## config.mk

```make
export PLATFORM = sky130hd
export DESIGN_NAME = qr_module_placement_walker
export DESIGN_NICKNAME = d
export VERILOG_FILES = /design/src/rtl/core/qrpw_pkg.sv /design/src/rtl/core/qr_module_placement_walker.sv
export SDC_FILE = /design/constraint.sdc
export NUM_CORES = 1
export LEC_CHECK = 0
export BUFFER_PORTS_ARGS = -buffer_cell sky130_fd_sc_hd__buf_2
export CAP_MARGIN = 10
export CELL_PAD_IN_SITES_DETAIL_PLACEMENT = 1
export CELL_PAD_IN_SITES_GLOBAL_PLACEMENT = 2
export CORE_AREA = 3 3 127 129
export CTS_CLUSTER_SIZE = 14
export DETAILED_ROUTE_END_ITERATION = 8
export DIE_AREA = 0 0 130 132
export GPL_TIMING_DRIVEN = 0
export PLACE_DENSITY_LB_ADDON = 0.05
export SYNTH_ARGS = -nofsm -noshare
export SYNTH_HDL_FRONTEND = slang
export SYNTH_SLANG_ARGS = --single-unit
```

## constraint.sdc

```tcl
create_clock -name clk -period 6.45 [get_ports clk]
set_input_delay 0.9675 -clock clk [delete_from_list [all_inputs] [get_ports clk]]
set_output_delay 0.9675 -clock clk [all_outputs]
set_load 0.01 [all_outputs]
```

## src/rtl/core/qrpw_pkg.sv

```systemverilog
package qrpw_pkg;

  localparam int MAX_VERSION_DEF = 6;

  localparam int COORD_W   = 6;
  localparam int VER_W     = 3;
  localparam int MASK_W    = 3;
  localparam int CFG_IDX_W = 2;
  localparam int CFG_DAT_W = 3;

  localparam logic [CFG_IDX_W-1:0] REG_VERSION = 2'd0;
  localparam logic [CFG_IDX_W-1:0] REG_MASK    = 2'd1;
  localparam logic [CFG_IDX_W-1:0] REG_ENABLE  = 2'd2;

  localparam logic [MASK_W-1:0] MASK_CHECKER  = 3'd0;
  localparam logic [MASK_W-1:0] MASK_ROWS     = 3'd1;
  localparam logic [MASK_W-1:0] MASK_COLS3    = 3'd2;
  localparam logic [MASK_W-1:0] MASK_DIAG3    = 3'd3;
  localparam logic [MASK_W-1:0] MASK_BLOCKS   = 3'd4;
  localparam logic [MASK_W-1:0] MASK_PROD_SUM = 3'd5;
  localparam logic [MASK_W-1:0] MASK_PROD_PAR = 3'd6;
  localparam logic [MASK_W-1:0] MASK_MIXED    = 3'd7;

  typedef enum logic [1:0] {
    S_IDLE = 2'b01,
    S_SEEK = 2'b10
  } state_t;

  typedef logic [COORD_W-1:0] coord_t;

  // residue mod 3 by folding base-4 digits (4 is 1 mod 3)
  function automatic logic [1:0] mod3(input logic [7:0] x);
    logic [3:0] s1;
    logic [2:0] s2;
    s1 = 4'(x[1:0]) + 4'(x[3:2]) + 4'(x[5:4]) + 4'(x[7:6]);
    s2 = 3'(s1[1:0]) + 3'(s1[3:2]);
    if (s2 >= 3'd3) s2 = s2 - 3'd3;
    if (s2 >= 3'd3) s2 = s2 - 3'd3;
    return s2[1:0];
  endfunction

  function automatic logic [VER_W-1:0] eff_version(input logic [VER_W-1:0] v,
                                                   input logic [VER_W-1:0] vmax);
    logic [VER_W-1:0] e;
    e = v;
    if (e == '0) e = VER_W'(1);
    if (e > vmax) e = vmax;
    return e;
  endfunction

  function automatic coord_t side_of(input logic [VER_W-1:0] ev);
    return COORD_W'(17) + {1'b0, ev, 2'b00};
  endfunction

  function automatic logic is_free(input coord_t row, input coord_t col,
                                   input coord_t side, input logic has_align);
    coord_t lo8;
    coord_t alo;
    coord_t ahi;
    logic   f;
    lo8 = side - COORD_W'(8);
    alo = side - COORD_W'(9);
    ahi = side - COORD_W'(5);
    f = 1'b1;
    if (row == COORD_W'(6) || col == COORD_W'(6)) f = 1'b0;
    if (row < COORD_W'(9) && col < COORD_W'(9)) f = 1'b0;
    if (row < COORD_W'(9) && col >= lo8) f = 1'b0;
    if (col < COORD_W'(9) && row >= lo8) f = 1'b0;
    if (has_align && row >= alo && row <= ahi && col >= alo && col <= ahi) f = 1'b0;
    return f;
  endfunction

  function automatic logic mask_hit(input logic [MASK_W-1:0] pat,
                                    input coord_t i, input coord_t j);
    logic [1:0]  i3;
    logic [1:0]  j3;
    logic [1:0]  s3;
    logic [1:0]  p3;
    logic [3:0]  rp;
    logic [6:0]  sum;
    logic [11:0] jq;
    logic        p2;
    logic        hit;
    sum = 7'(i) + 7'(j);
    i3  = mod3({2'b00, i});
    j3  = mod3({2'b00, j});
    s3  = mod3({1'b0, sum});
    rp  = 4'(i3) * 4'(j3);
    p3  = mod3({4'b0000, rp});
    p2  = i[0] & j[0];
    jq  = 12'(j) * 12'd43;       // j/3 for j < 128 is (j*43)>>7
    case (pat)
      MASK_CHECKER:  hit = (sum[0] == 1'b0);
      MASK_ROWS:     hit = (i[0] == 1'b0);
      MASK_COLS3:    hit = (j3 == 2'd0);
      MASK_DIAG3:    hit = (s3 == 2'd0);
      MASK_BLOCKS:   hit = ((i[1] ^ jq[7]) == 1'b0);
      MASK_PROD_SUM: hit = (p2 == 1'b0) && (p3 == 2'd0);
      MASK_PROD_PAR: hit = ((p2 ^ p3[0]) == 1'b0);
      default:       hit = ((sum[0] ^ p3[0]) == 1'b0);
    endcase
    return hit;
  endfunction

endpackage

```

## src/rtl/core/qr_module_placement_walker.sv

```systemverilog
// An input beat is taken only when idle; the walk then steps over function modules to
// the current free module and on to the next free one, and the result is registered
// on the output, where out_ready can hold it. One beat in flight, the walk checking
// one candidate module per cycle. Input ready only when idle.
// Reset (synchronous, rst_n low): version 1, mask 0, masking on; the walk then
// checks its first module before taking a beat.
module qr_module_placement_walker #(
  parameter int MAX_VERSION = qrpw_pkg::MAX_VERSION_DEF
) (
  input  logic                           clk,
  input  logic                           rst_n,
  input  logic                           in_valid,
  output logic                           in_ready,
  input  logic                           in_start_symbol,
  input  logic                           in_data_bit,
  output logic                           out_valid,
  input  logic                           out_ready,
  output logic [qrpw_pkg::COORD_W-1:0]   out_module_row,
  output logic [qrpw_pkg::COORD_W-1:0]   out_module_column,
  output logic                           out_module_value,
  output logic                           out_placed,
  output logic                           out_last_module,
  input  logic                           cfg_valid,
  output logic                           cfg_ready,
  input  logic [qrpw_pkg::CFG_IDX_W-1:0] cfg_index,
  input  logic [qrpw_pkg::CFG_DAT_W-1:0] cfg_wdata
);
  import qrpw_pkg::*;

  localparam logic [VER_W-1:0] VMAX = VER_W'(MAX_VERSION);

  state_t state_r, state_nxt;

  logic [VER_W-1:0]  version_r, version_nxt;
  logic [MASK_W-1:0] mask_r, mask_nxt;
  logic              mask_en_r, mask_en_nxt;

  coord_t prc_r, prc_nxt;
  coord_t row_r, row_nxt;
  logic   up_r, up_nxt;
  logic   left_r, left_nxt;
  logic   full_r, full_nxt;

  logic   pend_r, pend_nxt;
  logic   bit_r, bit_nxt;
  logic   res_r, res_nxt;
  coord_t res_row_r, res_row_nxt;
  coord_t res_col_r, res_col_nxt;
  logic   res_val_r, res_val_nxt;

  logic   out_valid_r, out_valid_nxt;
  coord_t out_row_r, out_row_nxt;
  coord_t out_col_r, out_col_nxt;
  logic   out_val_r, out_val_nxt;
  logic   out_placed_r, out_placed_nxt;
  logic   out_last_r, out_last_nxt;

  logic [VER_W-1:0] ver_eff;
  coord_t           side;
  coord_t           cfg_side;
  coord_t           cur_col;
  logic             free_now;
  logic             out_free;
  logic             turn;

  coord_t a_prc;
  coord_t a_row;
  logic   a_up;
  logic   a_left;
  logic   a_full;

  assign ver_eff  = eff_version(version_r, VMAX);
  assign side     = side_of(ver_eff);
  assign cfg_side = side_of(eff_version(cfg_wdata, VMAX));
  assign cur_col  = prc_r - COORD_W'(left_r);
  assign free_now = is_free(row_r, cur_col, side, ver_eff >= VER_W'(2));
  assign out_free = !out_valid_r || out_ready;

  assign in_ready          = (state_r == S_IDLE);
  assign cfg_ready         = 1'b1;
  assign out_valid         = out_valid_r;
  assign out_module_row    = out_row_r;
  assign out_module_column = out_col_r;
  assign out_module_value  = out_val_r;
  assign out_placed        = out_placed_r;
  assign out_last_module   = out_last_r;

  // one zig-zag step
  always_comb begin
    a_prc  = prc_r;
    a_row  = row_r;
    a_up   = up_r;
    a_left = left_r;
    a_full = full_r;
    turn   = up_r ? (row_r == '0) : (row_r >= side - COORD_W'(1));
    if (!left_r) begin
      a_left = 1'b1;
    end else begin
      a_left = 1'b0;
      if (turn) begin
        if (prc_r <= COORD_W'(1)) begin
          a_full = 1'b1;
        end else begin
          a_prc = (prc_r - COORD_W'(2) == COORD_W'(6)) ? COORD_W'(5) : prc_r - COORD_W'(2);
          a_up  = !up_r;
        end
      end else begin
        a_row = up_r ? row_r - COORD_W'(1) : row_r + COORD_W'(1);
      end
    end
  end

  always_comb begin
    state_nxt      = state_r;
    version_nxt    = version_r;
    mask_nxt       = mask_r;
    mask_en_nxt    = mask_en_r;
    prc_nxt        = prc_r;
    row_nxt        = row_r;
    up_nxt         = up_r;
    left_nxt       = left_r;
    full_nxt       = full_r;
    pend_nxt       = pend_r;
    bit_nxt        = bit_r;
    res_nxt        = res_r;
    res_row_nxt    = res_row_r;
    res_col_nxt    = res_col_r;
    res_val_nxt    = res_val_r;
    out_valid_nxt  = out_valid_r && !out_ready;
    out_row_nxt    = out_row_r;
    out_col_nxt    = out_col_r;
    out_val_nxt    = out_val_r;
    out_placed_nxt = out_placed_r;
    out_last_nxt   = out_last_r;

    unique case (state_r)
      S_IDLE: begin
        if (in_valid) begin
          if (in_start_symbol) begin
            prc_nxt  = side - COORD_W'(1);
            row_nxt  = side - COORD_W'(1);
            up_nxt   = 1'b1;
            left_nxt = 1'b0;
            full_nxt = 1'b0;
          end
          pend_nxt  = 1'b1;
          bit_nxt   = in_data_bit;
          state_nxt = S_SEEK;
        end
      end
      S_SEEK: begin
        if (pend_r) begin
          if (full_r) begin
            if (out_free) begin
              out_valid_nxt  = 1'b1;
              out_row_nxt    = '0;
              out_col_nxt    = '0;
              out_val_nxt    = 1'b0;
              out_placed_nxt = 1'b0;
              out_last_nxt   = 1'b0;
              pend_nxt       = 1'b0;
              state_nxt      = S_IDLE;
            end
          end else begin
            if (free_now) begin
              res_nxt     = 1'b1;
              res_row_nxt = row_r;
              res_col_nxt = cur_col;
              res_val_nxt = bit_r ^ (mask_en_r & mask_hit(mask_r, row_r, cur_col));
              pend_nxt    = 1'b0;
            end
            prc_nxt  = a_prc;
            row_nxt  = a_row;
            up_nxt   = a_up;
            left_nxt = a_left;
            full_nxt = a_full;
          end
        end else if (full_r || free_now) begin
          if (res_r) begin
            if (out_free) begin
              out_valid_nxt  = 1'b1;
              out_row_nxt    = res_row_r;
              out_col_nxt    = res_col_r;
              out_val_nxt    = res_val_r;
              out_placed_nxt = 1'b1;
              out_last_nxt   = full_r;
              res_nxt        = 1'b0;
              state_nxt      = S_IDLE;
            end
          end else begin
            state_nxt = S_IDLE;
          end
        end else begin
          prc_nxt  = a_prc;
          row_nxt  = a_row;
          up_nxt   = a_up;
          left_nxt = a_left;
          full_nxt = a_full;
        end
      end
      default: state_nxt = S_IDLE;
    endcase

    if (cfg_valid) begin
      unique case (cfg_index)
        REG_VERSION: begin
          version_nxt = cfg_wdata;
          prc_nxt     = cfg_side - COORD_W'(1);
          row_nxt     = cfg_side - COORD_W'(1);
          up_nxt      = 1'b1;
          left_nxt    = 1'b0;
          full_nxt    = 1'b0;
          pend_nxt    = 1'b0;
          res_nxt     = 1'b0;
          state_nxt   = S_SEEK;
        end
        REG_MASK:   mask_nxt    = cfg_wdata;
        REG_ENABLE: mask_en_nxt = cfg_wdata[0];
        default: ;
      endcase
    end
  end

  always_ff @(posedge clk) begin
    if (!rst_n) begin
      state_r     <= S_SEEK;
      version_r   <= VER_W'(1);
      mask_r      <= MASK_CHECKER;
      mask_en_r   <= 1'b1;
      prc_r       <= COORD_W'(20);
      row_r       <= COORD_W'(20);
      up_r        <= 1'b1;
      left_r      <= 1'b0;
      full_r      <= 1'b0;
      pend_r      <= 1'b0;
      res_r       <= 1'b0;
      out_valid_r <= 1'b0;
    end else begin
      state_r     <= state_nxt;
      version_r   <= version_nxt;
      mask_r      <= mask_nxt;
      mask_en_r   <= mask_en_nxt;
      prc_r       <= prc_nxt;
      row_r       <= row_nxt;
      up_r        <= up_nxt;
      left_r      <= left_nxt;
      full_r      <= full_nxt;
      pend_r      <= pend_nxt;
      res_r       <= res_nxt;
      out_valid_r <= out_valid_nxt;
    end
  end

  always_ff @(posedge clk) begin
    bit_r        <= bit_nxt;
    res_row_r    <= res_row_nxt;
    res_col_r    <= res_col_nxt;
    res_val_r    <= res_val_nxt;
    out_row_r    <= out_row_nxt;
    out_col_r    <= out_col_nxt;
    out_val_r    <= out_val_nxt;
    out_placed_r <= out_placed_nxt;
    out_last_r   <= out_last_nxt;
  end

endmodule
```

==> results_dict.tcl <==
set metrics [dict create \
    status "finished, violations left" \
    violations "negative setup slack" \
    die_width_um 130 \
    fp.dieH_um 132 \
    fillerInstances 1714 \
    critPathRequiredTime_ns 6.52 \
    setup_repair_after_global_routing_missed_its_margin "true" \
    tritoncts "yes" \
    final_layout_size_suffix_gt1_share_pct 21.2 \
    ys_types 67 \
    design.die.area_um2 17200 \
    diodes_inserted 0 \
    combined_area_of_the_multi_input_logic_cells_um2 3920 \
    routed_wl_um 16600 \
    clk_path_buf_depth 2 \
    finalSetupViolCount 1 \
    synth_fp_nets 703 \
    syn_area_per_cell_um2 8.85 \
    fmax_mhz 146 \
    ctsHoldBuffers 0 \
    place.detailed.hpwl_um 12500 \
    vias 4614 \
    synthArstFlopShare_pct 0 \
    fin_cells 849 \
    dpl_worst_slack_ns -1.52 \
    synthesis.area_um2 5290 \
    grt_overflow 0 \
    postSynthRegisterBits 56 \
    worst_hold_path_type "flop to flop" \
    critical_path_class "flop to flop" \
    dp_cells 816 \
    regArea_um2 1430 \
    skew_ns 0.0136 \
    postLayoutSetupSlackWorst_ns -0.392 \
    cts_inserted_buffers 5 \
    leading_cell_type_in_the_layout_fill_and_taps_excluded "ha_1" \
    syn_inst 598 \
    number_of_clock_sinks 56 \
    flow.area_growth_from_synthesis_pct 22.2 \
    avgViaCountPerCell 5.43 \
    grt_pass1_vias 4660 \
    synth-main-ff-cell "edfxtp_1" \
    max_cap_violations 0 \
    yosys_warnings 0 \
    num_io_pins 30 \
    edff_count_synth 29 \
    fin_nets 765 \
    grt_antenna_before_repair 0 \
    gp_congestion 0.841 \
    worst_skew_pair.late_latency_ns 0.31 \
    most_common_cell_type_on_the_critical_path "ha_4" \
    ant_nets 0 \
    postLayoutCoreUtil_pct 42.7 \
    startpoint_type "flop" \
    max-slew-margin-rel_pct 27.8 \
    floorplan.core_area_um2 15100 \
    groute.usage.overall_pct 19.7 \
    most_used_cells_in_the_layout_excluding_fill_and_tap_cells "ha_1 (60), inv_1 (56), nand2_1 (41)" \
    clock_input_transition_at_the_sequential_cells_of_the_worst_setup_and_hold_paths_ns 0.08 \
    detail_route.first_pass.iterations 4 \
    critPathCaptureType "flop" \
    finalHoldViolations 0 \
    drc 0 \
    critical_path_arrival_ns 6.91 \
    worst_path_max_delay_cell "fa_2" \
    regToRegSetupSlack_ns -0.39 \
    cpPeakStageDelay_ns 0.54 \
    grt_max_degree 20 \
    portBuffers 28 \
    cp_max_fo 3 \
    start_util_pct 34.9 \
    row_count 45 \
    fin_crit_ns 6.84 \
    final.period_utilization_pct 106 \
    synth_seq_area_share_pct 26.7 \
    grt_first_pass_wirelength_um 26200 \
    wl_per_cell_um 19.6 \
    tightest_slew_ns 1.07 \
    timing.final.max_slew_violations 0 \
    cts_root_buf "clkbuf_16" \
    clock_tree.htree_level_count 2 \
    drt_iter0_markers 267 \
]
[Yosys cell counts, drive strengths merged, types with 4 or more instances]
| cell | count | area share [%] |
|---|---|---|
| a211oi | 6 | 0.85 |
| a21o | 10 | 1.4 |
| a21oi | 45 | 4.3 |
| a31o | 4 | 0.66 |
| a31oi | 9 | 1.1 |
| and2 | 4 | 0.47 |
| and3 | 11 | 1.3 |
| buf | 6 | 0.83 |
| clkbuf | 16 | 1.1 |
| dfxtp | 27 | 10 |
| edfxtp | 29 | 16 |
| fa | 17 | 6.4 |
| ha | 76 | 18 |
| inv | 65 | 4.6 |
| mux2i | 6 | 1.1 |
| nand2 | 42 | 3.0 |
| nand2b | 8 | 0.95 |
| nand3 | 16 | 1.5 |
| nand3b | 4 | 0.57 |
| nand4 | 6 | 0.71 |
| nor2 | 30 | 2.1 |
| nor2b | 26 | 3.1 |
| nor3 | 14 | 1.3 |
| o211ai | 11 | 1.6 |
| o21ai | 25 | 2.4 |
| o21bai | 4 | 0.57 |
| o31ai | 4 | 0.66 |
| xnor2 | 12 | 2.0 |
| xor2 | 12 | 2.0 |
[timing repair]
| action | in CTS | in global routing |
|---|---|---|
| gates resized for setup | 53 | 4 |
| endpoints found under the setup margin | 1 | 1 |
| pin swaps | 33 | 7 |
| setup buffers | 25 | 1 |
[area by class of cell]
class | count | share of cell area [%]
Buffer | 21 | 1.70
Clock buffer | 5 | 1.94
Clock inverter | 3 | 0.426
Inverter | 65 | 4.05
Multi-Input combinational cell | 455 | 60.6
Sequential cell | 56 | 22.2
Tap cell | 188 | 3.64
Timing Repair Buffer | 56 | 5.48
[metal layers]
layer  GRT usage (%)  share of wire [%]  wire length (µm)
met5               0                  0                 0
met4            3.81               0.87               144
met3            2.55                3.3               548
met2            31.2                 46              7650
met1            28.9                 50              8250
[through the flow]
step	instance area [µm²]	hold WS, ns	TNS, ns
final	6460	0.509	-0.392
after global routing	6460	0.552	-0.644
after detailed placement	5840	0.502	-1.52
after floorplan	5430	0.452	-0.0776
after CTS	6430	0.517	-0.435
after global placement	5810	0.484	-1.47
[final timing paths]
kind / from / endpoint / depth (start not counted)
worst max-delay path: row_r[1] / res_val_r / 31
worst min-delay path: version_r[0] / version_r[0] / 2
worst max register to register: row_r[1] / res_val_r / 31
worst min register to register: version_r[0] / version_r[0] / 2
[state kept, by name, summed over array words and instances, names as in the netlist, 2 cells and up]
signal and flops:
out_module_row 6, prc_r 6, out_module_column 6, res_row_r 6, res_col_r 6, mask_r 3
version_r 3, state_r 2, row_r 6
[kinds of logic after synthesis]
logic type      after synthesis  synth area share [%]
simple gates                179                  17.7
other cells                   1                0.0709
flops                        56                  26.7
mux                           7                  1.35
xor+xnor                     25                  4.40
compound gates              150                  18.8
buf+inv                      87                  6.58
fa+ha+maj                    93                  24.4
[critical path, delay by kind of cell (launching register included)]
kind                     cells  cell delay (ns)
adder cells (fa/ha/maj)     14             3.77
AO/OA/AOI/OAI                6             0.99
AND/OR/NAND/NOR              4             0.79
multiplexers                 2             0.37
flip-flops                   1             0.36
buffers and inverters        4             0.23
XOR/XNOR                     1             0.10
Power is not shown: default switching activity piles up to over one toggle a cycle in this logic, so the estimate is an artifact.
